===== config.mk =====
export PLATFORM = sky130hd
export DESIGN_NAME = ptu_alu
export DESIGN_NICKNAME = d
export VERILOG_FILES = /design/src/hw/rtl/two_level_page_table_updater_core_defines.svh /design/src/hw/rtl/ptu_pkg.sv /design/src/hw/rtl/ptu_alu.sv
export SDC_FILE = /design/constraint.sdc
export NUM_CORES = 1
export LEC_CHECK = 0
export BUFFER_PORTS_ARGS = -buffer_cell sky130_fd_sc_hd__buf_2
export CAP_MARGIN = 20
export CORE_ASPECT_RATIO = 0.6
export CORE_UTILIZATION = 48
export DETAILED_ROUTE_END_ITERATION = 6
export PLACE_DENSITY = 0.82
export SLEW_MARGIN = 40
export SYNTH_ARGS = -nofsm -noshare
export SYNTH_HDL_FRONTEND = slang
export SYNTH_SLANG_ARGS = --single-unit

===== constraint.sdc =====
create_clock -name vclk -period 3
set_clock_uncertainty 0.15 [all_clocks]
set_input_delay 0.15 -clock vclk [all_inputs]
set_output_delay 0.15 -clock vclk [all_outputs]
set_load 0.1 [all_outputs]

===== src/hw/rtl/two_level_page_table_updater_core_defines.svh =====
// ----------------------------------------------------------------------------
// Page table updater assertion macros
// Shared concurrent assertion shorthands, clocked on clk, disabled in reset.
// ----------------------------------------------------------------------------
`ifndef TWO_LEVEL_PAGE_TABLE_UPDATER_CORE_DEFINES_SVH
`define TWO_LEVEL_PAGE_TABLE_UPDATER_CORE_DEFINES_SVH

// same-cycle implication
`define PTU_AST_IMP(lbl, ant, con, msg) \
  lbl: assert property (@(posedge clk) disable iff (!rst_n) (ant) |-> (con)) \
    else $error(msg);

// next-cycle implication
`define PTU_AST_NXT(lbl, ant, con, msg) \
  lbl: assert property (@(posedge clk) disable iff (!rst_n) (ant) |=> (con)) \
    else $error(msg);

`endif


===== src/hw/rtl/ptu_pkg.sv =====
// ----------------------------------------------------------------------------
// ptu_pkg
// Types and constants shared by the page table updater modules.
// ----------------------------------------------------------------------------
package ptu_pkg;

  // request kinds
  localparam logic [2:0] REQ_MAP    = 3'd0;
  localparam logic [2:0] REQ_UNMAP  = 3'd1;
  localparam logic [2:0] REQ_CLEAR  = 3'd2;
  localparam logic [2:0] REQ_KERNEL = 3'd3;
  localparam logic [2:0] REQ_TASK   = 3'd4;

  // configuration register indexes
  localparam int CFG_IDX_W = 1;
  localparam logic [CFG_IDX_W-1:0] CFG_KERNEL_POOL = 1'b0;
  localparam logic [CFG_IDX_W-1:0] CFG_TASK_POOL   = 1'b1;

  localparam logic [31:0] PAGE_MASK    = 32'hFFFF_F000;
  localparam logic [31:0] PAGE_BYTES   = 32'h0000_1000;
  localparam logic [31:0] PDE_FLAGS    = 32'h0000_0007;
  localparam logic [31:0] PRESENT_BIT  = 32'h0000_0001;
  localparam logic [31:0] KERNEL_RESET = 32'h0001_0000;
  localparam logic [31:0] TASK_RESET   = 32'h0002_0000;

  localparam int TABLE_WORDS = 1024;
  localparam int TBL_IDX_W   = 10;
  localparam int PAGE_SHIFT  = 12;
  localparam int DIR_SHIFT   = 22;

  localparam int IN_TDATA_W  = 112;
  localparam int OUT_TDATA_W = 104;

  typedef struct packed {
    logic [31:0] a;
    logic [31:0] b;
  } alu_req_t;

  typedef struct packed {
    logic [31:0] sum;
    logic        in_store;  // a lies on a page inside the store
  } alu_rsp_t;

endpackage


===== src/hw/rtl/ptu_alu.sv =====
// ----------------------------------------------------------------------------
// ptu_alu
// Shared adder and store range compare used by the DISP and PDR sequencer steps.
// ----------------------------------------------------------------------------
module ptu_alu import ptu_pkg::*; #(
  parameter int STORE_PAGES = 64
) (
  input  alu_req_t req,
  output alu_rsp_t rsp
);

  always_comb begin
    rsp.sum      = req.a + req.b;
    // aligned word accesses: in store iff the page number is below the page count
    rsp.in_store = ({12'd0, req.a[31:PAGE_SHIFT]} < 32'(STORE_PAGES));
  end

endmodule


==> load_flow_metrics.sql <==
INSERT INTO impl_metrics (metric_group, metric, value, unit) VALUES
('cts', 'cts.repair_timing.setup_buffer_count', '0', ''),
('yosys', 'post_synth.cell_area_avg', '7.53', 'um^2'),
('floorplan', 'std_cell_rows', '16', ''),
('detailed_routing', 'antenna_violating_nets_post_route', '0', ''),
('yosys', 'netlist.top_cell.by_area', 'sky130_fd_sc_hd__ha_1', ''),
('final_layout', 'seqCellArea', '0', 'um^2'),
('global_routing', 'gr-usage-met2', '40.8', '%'),
('placed_design', 'place_hpwl', '5060', 'um'),
('global_routing', 'grt.busiest_layer', 'met1', ''),
('power', 'combPwrFrac', '100.0', '%'),
('detailed_routing', 'vias', '2279', ''),
('detailed_routing', 'drc', '0', ''),
('power', 'power.share.switching', '72.8', '%'),
('final_layout', 'seq_cells', '0', ''),
('detailed_routing', 'first_pass_iters', '4', ''),
('min_path', 'worstHoldPathCells', '3', ''),
('floorplan', 'num_io_pins', '97', ''),
('power', 'power-per-cell-area', '555', 'nW/um^2'),
('final_layout', 'filler_cell_count', '261', ''),
('power', 'max-vdd-ir-drop', '492', 'uV'),
('final_layout', 'layout.cells.most_common_list', 'sky130_fd_sc_hd__buf_2, sky130_fd_sc_hd__ha_1, sky130_fd_sc_hd__a21oi_1, sky130_fd_sc_hd__nand2_1, sky130_fd_sc_hd__o21ai_0', ''),
('yosys', 'synthesis.yosys.warnings', '0', ''),
('yosys', 'synth.distinct_cells', '52', ''),
('floorplan', 'core', '3420', 'um^2'),
('yosys', 'synth.top_cell.area_share', '21.4', '%'),
('timing', 'slew_headroom', '62.9', '%'),
('yosys', 'synth_fp_nets', '337', ''),
('final_layout', 'antenna_cell_count', '0', ''),
('power', 'power.internal', '0.394', 'mW'),
('cts', 'post_cts_resize_count', '0', ''),
('final_layout', 'most_frequent_standard_cell_in_the_layout_excluding_fill_and_tap_cells', 'sky130_fd_sc_hd__buf_2', ''),
('global_routing', 'grtUsageMet3', '2.96', '%'),
('detailed_routing', 'routed_via_density', '6.08', ''),
('floorplan', 'die_w', '81.4', 'um'),
('critical_path', 'worstPathMaxFanout', '3', ''),
('global_routing', 'grt_pass1_vias', '1916', ''),
('global_routing', 'initial_antenna_violation_count', '0', ''),
('placed_design', 'place.detailed.instances', '375', ''),
('detailed_routing', 'detail_route.wl_per_cell', '15.3', 'um'),
('placed_design', 'place.gp.congestion', '0.882', ''),
('critical_path', 'worst_ep_arrival_time', '2480', 'ps'),
('status', 'status', 'completed', ''),
('critical_path', 'crit_type', 'input port to primary output', ''),
('final_layout', 'layout.cells.non_filler', '375', ''),
('critical_path', 'required', '2700', 'ps'),
('final_layout', 'flow.area_growth_from_synthesis', '43.8', '%'),
('critical_path', 'startpoint', 'req[0]', ''),
('floorplan', 'dieArea', '4040', 'um^2'),
('global_routing', 'globalRoute.totalOverflow', '0', ''),
('timing', 'max_freq', '360', 'MHz'),
('power', 'power_frac_clock', '0', '%'),
('timing', 'final-max-slew-violation-count', '0', ''),
('final_layout', 'nets', '428', ''),
('critical_path', 'start_kind', 'input port', ''),
('min_path', 'holdCritStartpoint', 'req[56]', ''),
('timing', 'fin_crit', '2780', 'ps'),
('floorplan', 'die_h', '49.6', 'um'),
('power', 'power.net_switching', '1.06', 'mW'),
('flow_run', 'timing.max_cap.violations', '0', ''),
('yosys', 'syn-instance-count', '241', ''),
('timing', 'unrepaired_setup_endpoints_after_global_routing', 'false', ''),
('timing', 'hold_viol', '0', ''),
('final_layout', 'share_of_final_layout_standard_cells_stronger_than_drive_strength_1', '43.3', '%'),
('floorplan', 'initial_core_util', '53.0', '%'),
('power', 'power_leakage', '1.25', 'nW'),
('yosys', 'synth.cell_area', '1820', 'um^2'),
('timing', 'timing.final.setup_violations', '0', ''),
('global_routing', 'grt_first_pass_wirelength', '9090', 'um'),
('global_routing', 'grtUsageTotal', '28.5', '%'),
('global_routing', 'grt_max_degree', '10', ''),
('global_routing', 'use_met1', '46.8', '%');
[cell usage after synthesis (2+ instances only)]
| cell | instances |
|---|---|
| sky130_fd_sc_hd__a21oi_2 | 6 |
| sky130_fd_sc_hd__ha_1 | 31 |
| sky130_fd_sc_hd__nand3_1 | 10 |
| sky130_fd_sc_hd__inv_1 | 6 |
| sky130_fd_sc_hd__o211ai_1 | 4 |
| sky130_fd_sc_hd__or3_1 | 2 |
| sky130_fd_sc_hd__nor2_1 | 9 |
| sky130_fd_sc_hd__nand2b_1 | 2 |
| sky130_fd_sc_hd__nor4_1 | 4 |
| sky130_fd_sc_hd__o211ai_2 | 3 |
| sky130_fd_sc_hd__and3_1 | 2 |
| sky130_fd_sc_hd__nor3_1 | 4 |
| sky130_fd_sc_hd__o21ai_1 | 4 |
| sky130_fd_sc_hd__nand2_1 | 14 |
| sky130_fd_sc_hd__a31oi_1 | 6 |
| sky130_fd_sc_hd__nor2b_1 | 2 |
| sky130_fd_sc_hd__a211oi_1 | 3 |
| sky130_fd_sc_hd__o21a_1 | 7 |
| sky130_fd_sc_hd__or4_1 | 2 |
| sky130_fd_sc_hd__a21o_2 | 2 |
| sky130_fd_sc_hd__nand4_1 | 6 |
| sky130_fd_sc_hd__o21ai_2 | 3 |
| sky130_fd_sc_hd__a21o_1 | 7 |
| sky130_fd_sc_hd__a21oi_1 | 26 |
| sky130_fd_sc_hd__o21ai_0 | 13 |
| sky130_fd_sc_hd__o211a_1 | 3 |
| sky130_fd_sc_hd__xnor2_1 | 18 |
| sky130_fd_sc_hd__buf_2 | 7 |
| sky130_fd_sc_hd__xor2_1 | 12 |
[cells by family (layout without fill, tap and decap cells)]
group | Yosys count | in the layout | synth area share, %
simple gates | 60 | 60 | 16.7
xor+xnor | 30 | 30 | 14.5
compound gates | 103 | 103 | 41.7
fa+ha+maj | 32 | 32 | 22.5
mux | 1 | 1 | 0.620
buf+inv | 15 | 104 | 4.00
[worst max-delay path by stage]
stage,end,cells past startpoint
after floorplan,rsp[27],8
after global placement,rsp[31],11
after detailed placement,rsp[29],11
after CTS,rsp[29],11
after global routing,rsp[29],11
final,rsp[29],11
[through the flow]
step                      hold WS [ps]  utilization [%]  power [mW]  instance area [um^2]  setup slack, ps
after floorplan                    340                -        1.12                  1960             -228
after global placement             567             76.3        1.43                  2610              297
after detailed placement           598             76.3        1.44                  2610              257
after CTS                          596             76.3        1.44                  2610              251
after global routing               604             76.3        1.51                  2610              123
final                              596             76.3        1.45                  2610              225
[power by group through the flow]
stage	combinational [mW]	clock, mW	sequential [mW]
final	1.45	0	0
after global placement	1.43	0	0
after CTS	1.44	0	0
after floorplan	1.12	0	0
after global routing	1.51	0	0
after detailed placement	1.44	0	0
[routing by layer]
layer / wire length, um / vias to the layer above
met5: 0 / -
met4: 0 / 0
met3: 625 / 0
met2: 2250 / 126
met1: 2870 / 1043
li1: - / 1110
[critical path, cell delays in order]
cell and delay, ps:
sky130_fd_sc_hd__buf_2 100, sky130_fd_sc_hd__ha_1 230, sky130_fd_sc_hd__fa_1 410, sky130_fd_sc_hd__a21o_2 250, sky130_fd_sc_hd__a31o_2 260, sky130_fd_sc_hd__nand2b_1 150, sky130_fd_sc_hd__o211ai_2 130, sky130_fd_sc_hd__a31o_1 260
sky130_fd_sc_hd__a21oi_2 200, sky130_fd_sc_hd__xnor2_2 150, sky130_fd_sc_hd__buf_12 200
[cell type report]
type	instances	area [um^2]	area share, %
inverters	6	22.5	0.862
multi-input cells	226	1890	72.4
well taps	45	56.3	2.16
repair buffers	98	643	24.6
No activity file was read; power rests on OpenSTA's default activity.
